`src/sv/buffer_pool_ratio_fit_cache_top_macros.svh`:
```
// assertion macros shared by the buffer pool cache rtl
// needs a clock named clk and a reset named rst in the including module
`ifndef BUFFER_POOL_RATIO_FIT_CACHE_TOP_MACROS_SVH
`define BUFFER_POOL_RATIO_FIT_CACHE_TOP_MACROS_SVH

// same-cycle implication
`define BPC_ASSERT_NOW(label, ante, cons) \
  label: assert property (@(posedge clk) disable iff (rst) (ante) |-> (cons)) \
    else $error("bpc assertion failed");

// next-cycle implication
`define BPC_ASSERT_NXT(label, ante, cons) \
  label: assert property (@(posedge clk) disable iff (rst) (ante) |=> (cons)) \
    else $error("bpc assertion failed");

`endif

```
`src/sv/bpc_pkg.sv`:
```
// shared types, codes and arithmetic for the buffer pool cache
// no dependencies
package bpc_pkg;

  localparam int TBL_DEPTH  = 16;
  localparam int FREE_DEPTH = TBL_DEPTH;
  localparam int USED_DEPTH = TBL_DEPTH;
  localparam int SIZE_W     = 32;
  localparam int HANDLE_W   = 48;
  localparam int IDX_W      = (TBL_DEPTH > 1) ? $clog2(TBL_DEPTH) : 1;
  localparam int CNT_W      = $clog2(TBL_DEPTH + 1);
  localparam int RATIO_W    = 9;
  localparam int THR_W      = 5;
  localparam int PROD_W     = SIZE_W + RATIO_W;

  localparam logic [RATIO_W-1:0] RATIO_ONE  = RATIO_W'(256);
  localparam logic [RATIO_W-1:0] RATIO_RST  = '0;
  localparam logic [THR_W-1:0]   THR_RST    = THR_W'(10);

  localparam logic [1:0] ACT_ALLOC   = 2'd0;
  localparam logic [1:0] ACT_BIND    = 2'd1;
  localparam logic [1:0] ACT_RELEASE = 2'd2;
  localparam logic [1:0] ACT_NONE    = 2'd3;

  localparam logic [2:0] STS_REUSED    = 3'd0;
  localparam logic [2:0] STS_NEED      = 3'd1;
  localparam logic [2:0] STS_BOUND     = 3'd2;
  localparam logic [2:0] STS_POOLED    = 3'd3;
  localparam logic [2:0] STS_WILD      = 3'd4;
  localparam logic [2:0] STS_POOL_FULL = 3'd5;
  localparam logic [2:0] STS_USED_FULL = 3'd6;

  localparam logic CFG_RATIO  = 1'b0;
  localparam logic CFG_THRESH = 1'b1;

  typedef enum logic [1:0] {ST_IDLE, ST_SCAN, ST_FIN} state_t;

  typedef struct packed {
    logic load;
    logic shift;
  } cell_ctl_t;

  typedef struct packed {
    logic                append;
    logic [SIZE_W-1:0]   app_size;
    logic [HANDLE_W-1:0] app_handle;
    logic                remove;
    logic [IDX_W-1:0]    rm_idx;
  } tbl_cmd_t;

  // floor(s * r / 256), exact
  function automatic logic [PROD_W-1:0] scaled_size(input logic [SIZE_W-1:0] s,
                                                    input logic [RATIO_W-1:0] r);
    logic [PROD_W-1:0] p;
    p = PROD_W'(s) * PROD_W'(r);
    return p >> 8;
  endfunction

endpackage

```
`src/sv/bpc_cell.sv`:
```
// one table entry: holds a size and a handle, loads a new entry or its neighbor's
// depends on bpc_pkg
module bpc_cell import bpc_pkg::*; (
  input  logic                clk,
  input  cell_ctl_t           ctl,
  input  logic [SIZE_W-1:0]   app_size,
  input  logic [HANDLE_W-1:0] app_handle,
  input  logic [SIZE_W-1:0]   nbr_size,
  input  logic [HANDLE_W-1:0] nbr_handle,
  output logic [SIZE_W-1:0]   size,
  output logic [HANDLE_W-1:0] handle
);

  always_ff @(posedge clk) begin
    if (ctl.load) begin
      size   <= app_size;
      handle <= app_handle;
    end else if (ctl.shift) begin
      size   <= nbr_size;
      handle <= nbr_handle;
    end
  end

endmodule

```
`src/sv/bpc_table.sv`:
```
// ordered table as a row of cells with a fill count; append at tail, remove with close-up
// depends on bpc_pkg, bpc_cell and the macro header
`include "buffer_pool_ratio_fit_cache_top_macros.svh"
module bpc_table import bpc_pkg::*; (
  input  logic                clk,
  input  logic                rst,
  input  tbl_cmd_t            cmd,
  input  logic [IDX_W-1:0]    rd_idx,
  output logic [SIZE_W-1:0]   rd_size,
  output logic [HANDLE_W-1:0] rd_handle,
  output logic [CNT_W-1:0]    count
);

  logic [SIZE_W-1:0]   sizes   [TBL_DEPTH];
  logic [HANDLE_W-1:0] handles [TBL_DEPTH];
  logic [CNT_W-1:0]    count_next;

  for (genvar k = 0; k < TBL_DEPTH; k++) begin : g_cell
    cell_ctl_t           ctl;
    logic [SIZE_W-1:0]   nsz;
    logic [HANDLE_W-1:0] nhd;
    assign ctl.load  = cmd.append && (count == CNT_W'(k));
    assign ctl.shift = cmd.remove && (CNT_W'(k) >= CNT_W'(cmd.rm_idx));
    if (k == TBL_DEPTH - 1) begin : g_last
      assign nsz = sizes[k];
      assign nhd = handles[k];
    end else begin : g_mid
      assign nsz = sizes[k+1];
      assign nhd = handles[k+1];
    end
    bpc_cell u_cell (
      .clk        (clk),
      .ctl        (ctl),
      .app_size   (cmd.app_size),
      .app_handle (cmd.app_handle),
      .nbr_size   (nsz),
      .nbr_handle (nhd),
      .size       (sizes[k]),
      .handle     (handles[k])
    );
  end

  assign rd_size   = sizes[rd_idx];
  assign rd_handle = handles[rd_idx];

  always_comb begin
    count_next = count;
    if (cmd.append) count_next = count_next + CNT_W'(1);
    if (cmd.remove) count_next = count_next - CNT_W'(1);
  end

  always_ff @(posedge clk) begin
    if (rst) begin
      count <= '0;
    end else begin
      count <= count_next;
    end
  end

  `BPC_ASSERT_NOW(a_no_both, cmd.append, !cmd.remove)
  `BPC_ASSERT_NOW(a_app_room, cmd.append, count < CNT_W'(TBL_DEPTH))
  `BPC_ASSERT_NOW(a_rm_valid, cmd.remove, CNT_W'(cmd.rm_idx) < count)

endmodule

```
`config.mk`:
```
export PLATFORM = sky130hd
export DESIGN_NAME = bpc_table
export DESIGN_NICKNAME = d
export VERILOG_FILES = /design/src/sv/bpc_pkg.sv /design/src/sv/bpc_cell.sv /design/src/sv/bpc_table.sv
export VERILOG_INCLUDE_DIRS = /design/src /design/src/sv
export SDC_FILE = /design/constraint.sdc
export NUM_CORES = 2
export LEC_CHECK = 0
export BUFFER_PORTS_ARGS = -buffer_cell sky130_fd_sc_hd__buf_2
export CELL_PAD_IN_SITES_DETAIL_PLACEMENT = 0
export CELL_PAD_IN_SITES_GLOBAL_PLACEMENT = 1
export CORE_ASPECT_RATIO = 0.9
export CORE_UTILIZATION = 59
export DETAILED_ROUTE_END_ITERATION = 6
export PLACE_DENSITY_LB_ADDON = 0.3
export SKIP_LAST_GASP = 1
export SLEW_MARGIN = 10
export SYNTH_ARGS = -nofsm -noshare
export SYNTH_HDL_FRONTEND = slang
export SYNTH_SLANG_ARGS = --single-unit
```
`constraint.sdc`:
```
create_clock -name clk -period 23.2 [get_ports clk]
set_input_delay 1.16 -clock clk [delete_from_list [all_inputs] [get_ports clk]]
set_output_delay 1.16 -clock clk [all_outputs]
set_load 0.02 [all_outputs]
```
* After elaboration in Yosys (flattened, before gate mapping) *
Index checks and enable logic that the tools add are counted.

word-level totals
  register bits after elaboration = 1285
  latch bits = 0
  memory bits (writable) = 0
  ROM bits = 0
  input port bits = 92
  logic and storage cells = 182
  memories kept = 0

operators by class
  add/sub/neg operators = 2
  multipliers = 0
  div/mod/pow operators = 0
  order comparisons = 16
  eq/ne operators = 15
  shift operators = 0
  multiplexer cells = 68
  bitwise logic cells = 1
  reduce and logical (&&, ||, !) cells = 47

operators with widths
  cell                                                                   count
  48-bit two-way mux                                                     32
  32-bit two-way mux                                                     32
  48-bit binary-select mux with 4-bit select                             1
  32-bit binary-select mux with 4-bit select                             1
  5-bit by 4-bit equality test with 1-bit output, second input constant  8
  1-bit logical AND                                                      31
  2-bit nonzero test                                                     15
  4-bit >= comparator, first input constant                              7
  5-bit by 3-bit equality test with 1-bit output, second input constant  4
  3-bit by 4-bit >= comparator with 1-bit output, first input constant   4
  5-bit by 2-bit equality test with 1-bit output, second input constant  2
  5-bit two-way mux                                                      2
  1-bit by 4-bit >= comparator with 1-bit output, first input constant   2
  2-bit by 4-bit >= comparator with 1-bit output, first input constant   2
  5-bit by 1-bit adder with 5-bit output, second input constant          1
  5-bit by 1-bit equality test with 1-bit output, second input constant  1
  5-bit >= comparator, second input constant                             1
  5-bit logical NOT                                                      1
  4-bit inverter with 5-bit output                                       1
  5-bit by 1-bit subtractor with 5-bit output, second input constant     1

* Logic depth before layout (Yosys ltp) *
  word-level depth = 4
  mapped depth = 8
  mapped depth without buffers = 8

* By module *
Synthesis repeated with hierarchy kept, for this count alone.

unflattened totals
  cell total of the unflattened synthesis = 3485
  area total of the unflattened synthesis = 70361.2 um^2

modules (own cells, without submodules)
  module     times used  cells an instance  area each (um^2)  sequential area each (um^2)
  bpc_cell   16          170                3777.4            2402.3
  bpc_table  1           765                9923.3            100.1

* Least setup slack after synthesis *
OpenSTA, ideal clock, no wires.

  path type = input -> register
  from = input cmd[3] in the netlist's numbering
  to = register g_cell[0].u_cell.handle[0] (enable)
  arrival = 7.624 ns
  data required time = 22.562 ns
  setup slack = 14.939 ns
  cell stages on the path = 3
  buffers on the path = 1
  cell sequence = clkbuf_1 -> or3_1 -> o31ai_1

on the way
  longest elaborated chain between the ends = 3

ends and longest elaborated chain
  item                                            RTL line         source
  start: declaration                              bpc_table.sv:7   input tbl_cmd_t cmd,
  1-bit by 4-bit >= comparator with 1-bit output  bpc_table.sv:23  assign ctl.shift = cmd.remove && (CNT_W'(k) >= CNT_W'(cmd.rm_idx));
  1-bit logical AND                               bpc_table.sv:23
  2-bit nonzero test (no line)                    -
  end signal: assignment                          bpc_cell.sv:17   handle <= app_handle;
  end signal: assignment                          bpc_cell.sv:20   handle <= nbr_handle;
  end: declaration                                bpc_cell.sv:11   output logic [HANDLE_W-1:0] handle

No other way between the ends.
A chain may end at the register's enable or synchronous reset.

* Final worst setup path *
  from = input rd_idx[1]
  to = output rd_size[4]

on the way
  longest elaborated chain between the ends = 4

ends and longest elaborated chain
  item                                                    RTL line         source
  start: declaration                                      bpc_table.sv:8   input logic [IDX_W-1:0] rd_idx,
  4-bit inverter with 5-bit output (not written as such)  bpc_table.sv:43  assign rd_size = sizes[rd_idx];
  32-bit binary-select mux with 4-bit select              bpc_table.sv:43
  32-bit two-way mux (not written as such) (2 in a row)   bpc_table.sv:43
  end: declaration                                        bpc_table.sv:9   output logic [SIZE_W-1:0] rd_size,

No other way between the ends. The select of a mux whose other input is x is not followed.

==> flow_summary_export.csv <==
group,metric,value,unit
run_status,status,"finished clean",
sta,max_freq,0.163,GHz
grt,met2_usage,52.8,%
floorplan,io_pins,177,
synthesis,synth_edf_count,1280,
critical_path,arrival,4.99,ns
cells_and_area,final_area,0.0689,sq mm
grt,gr-max-usage-layer,"met2",
routing,ant_nets,0,
critical_path,endpoint_kind,"output port",
routing,first_iter_violations,4256,
critical_path,crit_required,22.04,ns
run,drv_cap,0,
clock_network,cts_resized,0,
clock_network,cts-hold-fix-buffers,0,
critical_path,r2r_cells,6,
synthesis,yosysTopAreaCell,"edfxtp_1",
critical_path,crit_end,"rd_size[4]",
clock_network,cts-root-buf,"clkbuf_16",
grt,grt-ovfl-total,0,
cells_and_area,fin_nets,3616,
sta,worst_pin_slew,1.26,ns
critical_path,reg2reg_to,"g_cell[14].u_cell.handle[36]",
synthesis,syn_area_per_cell,18.3,sq um
power_and_ir_drop,peakVddDrop,0.0000770,V
grt,grt_pass1_vias,37000,
critical_path,critPathLaunchType,"primary input",
floorplan,start_util,59.7,%
placed_design,place.port_buffers,176,
synthesis,ys_seq_area_share,61.1,%
grt,met3_usage,6.86,%
critical_path,critical_path_class,"primary input to output port",
routing,firstDrtPassIters,6,
sta,fin_crit_sh,26.5,%
floorplan,fp.coreArea,0.106,sq mm
synthesis,synth_seq_cells,1285,
synthesis,synthTopCellsByCount,"edfxtp_1, mux2_2, mux4_2",
clock_network,cts_buffer_depth,3,
synthesis,synth.most_common_cell,"edfxtp_1",
routing,drc,0,
clock_network,insertion_delay,0.75,ns
sta,relSlewSlack,16.2,%
sta,slew_viol_final,0,
clock_network,cts_tree,"yes",
routing,vias_per_cell,7.10,
routing,drt-total-wl,175,mm
clock_network,cts_made_buffers,135,
sta,tns,0,ns
critical_path,crit_start,"rd_idx[1]",
synthesis,yosys-top-cells-area,"edfxtp_1, mux2_2, mux4_2",
critical_path,reg2reg_from,"count[4]",
synthesis,synth_async_sr_flop_share,0,%
placed_design,place.gp.congestion,0.776,
power_and_ir_drop,finalPower,5.61,mW
floorplan,rows,113,
placed_design,dp_cells,4761,
grt,grt_pass1_wl,257,mm
critical_path,regToRegSetupSlack,18.94,ns
clock_network,h-tree-depth,4,
cells_and_area,drive_above_1_share,50.1,%
synthesis,ys.flop_type,"edfxtp_1",
synthesis,synth_fp_nets,3555,
floorplan,die_area,0.108,sq mm
grt,grt_max_degree,101,
sta,fin_crit,6.15,ns
sta,skew,0.0224,ns
clock_network,post_cts_buffers,0,
sta,rsz0062_at_grt,"false",
grt,grt_util_all_layers,32.7,%
routing,routedWlPerCell,35.0,um
synthesis,syn_inst,3457,
synthesis,synth_area,0.0631,sq mm
sta,hold_viol_final,0,
power_and_ir_drop,power_density,81.4,mW/mm^2
grt,met1_usage,45.3,%
power_and_ir_drop,p_leak,22.6,nW
critical_path,cp_max_fo,94,
clock_network,clk_pin_slew,0.06,ns
cells_and_area,layout.cells.non_filler,5003,
placed_design,placed_area,0.0648,sq mm
routing,via_count,35500,
min_path,hold_path.class,"flip-flop to flip-flop",
sta,setup_violations,0,
grt,antenna_found_initial,20,
floorplan,die_x,347,um
synthesis,yosys.area.top_type_share,60.9,%
synthesis,yosysUniqueCellTypes,43,
synthesis,synth_warnings,0,
clock_network,clock-sinks,1285,
placed_design,dp_hpwl,88.1,mm
floorplan,die_h,312,um
cells_and_area,syn_to_final_growth,9.14,%
critical path, stage by stage:
cell and delay (ns):
buf_8 0.68, buf_4 0.89, buf_4 0.90, mux4_2 0.60, a22oi_1 0.19, nand2_1 0.17
buf_2 0.20
worst min-delay path by stage:
stage | from | endpoint | slack (ns) | depth (start not counted)
floorplan | g_cell[13].u_cell.size[19] | g_cell[12].u_cell.size[19] | 0.52 | 1
global placement | g_cell[9].u_cell.handle[6] | g_cell[8].u_cell.handle[6] | 0.53 | 1
detailed placement | g_cell[9].u_cell.handle[40] | g_cell[8].u_cell.handle[40] | 0.54 | 1
CTS | g_cell[9].u_cell.handle[21] | g_cell[8].u_cell.handle[21] | 0.55 | 1
global route | g_cell[9].u_cell.size[19] | g_cell[8].u_cell.size[19] | 0.56 | 1
finish | g_cell[9].u_cell.handle[21] | g_cell[8].u_cell.handle[21] | 0.55 | 1
where the power goes:
| group | internal [mW] | switching, mW | leakage [nW] |
|---|---|---|---|
| registers | 2.76 | 0.0698 | 12.1 |
| logic | 0.293 | 0.417 | 8.59 |
| clock network | 1.15 | 0.911 | 1.98 |
| total | 4.21 | 1.40 | 22.6 |
cell usage in the layout, fill, tap and decap left out, drive strengths merged, types with 5 or more instances in the layout:
master	instances
diode	6
o21ai	7
mux2	1200
dfxtp	5
nor2	15
inv	13
nand2	91
ha	6
clkbuf	169
clkinv	49
bufinv	6
edfxtp	1280
a22oi	160
nand3	7
mux4	320
buf	242
a21o	9
per-layer routing:
| layer | wire length [um] | up-vias |
|---|---|---|
| met1 | 67100 | 18800 |
| met2 | 85300 | 2113 |
| met3 | 18100 | 344 |
| met5 | 118 | - |
| met4 | 4540 | 20 |
| li1 | - | 14300 |
flip-flops by register name, summed over array words and instances (netlist names):
| signal | count |
|---|---|
| g_cell.u_cell.size | 512 |
| g_cell.u_cell.handle | 768 |
| count | 5 |
through the flow:
stage	hold WS, ns	setup slack, ns	utilization (%)
after CTS	0.551	17.11	65.1
final	0.547	17.05	65.1
after global routing	0.563	16.90	65.1
after global placement	0.526	17.09	61.3
after floorplan	0.523	14.94	-
after detailed placement	0.540	17.10	61.3
kinds of logic (layout without fill, tap and decap cells):
| group | after synthesis | in the layout | synth area share (%) |
|---|---|---|---|
| xor+xnor | 4 | 4 | 0.0555 |
| simple gates | 134 | 134 | 1.04 |
| compound gates | 184 | 184 | 2.16 |
| other cells | 0 | 6 | 0 |
| flops | 1285 | 1285 | 61.1 |
| buf+inv | 322 | 482 | 2.69 |
| fa+ha+maj | 6 | 6 | 0.119 |
| mux | 1522 | 1522 | 32.9 |
cell type report:
| type | instances | area [sq um] |
|---|---|---|
| Tap cell | 1380 | 1730 |
| Sequential cell | 1285 | 38500 |
| Fill cell | 7109 | 36900 |
| Inverter | 4 | 15.0 |
| Clock buffer | 169 | 3550 |
| Multi-Input combinational cell | 1850 | 23100 |
| Timing Repair Buffer | 242 | 1420 |
| Clock inverter | 67 | 510 |
| Antenna cell | 6 | 15.0 |
(Power assumes the default switching activity.)
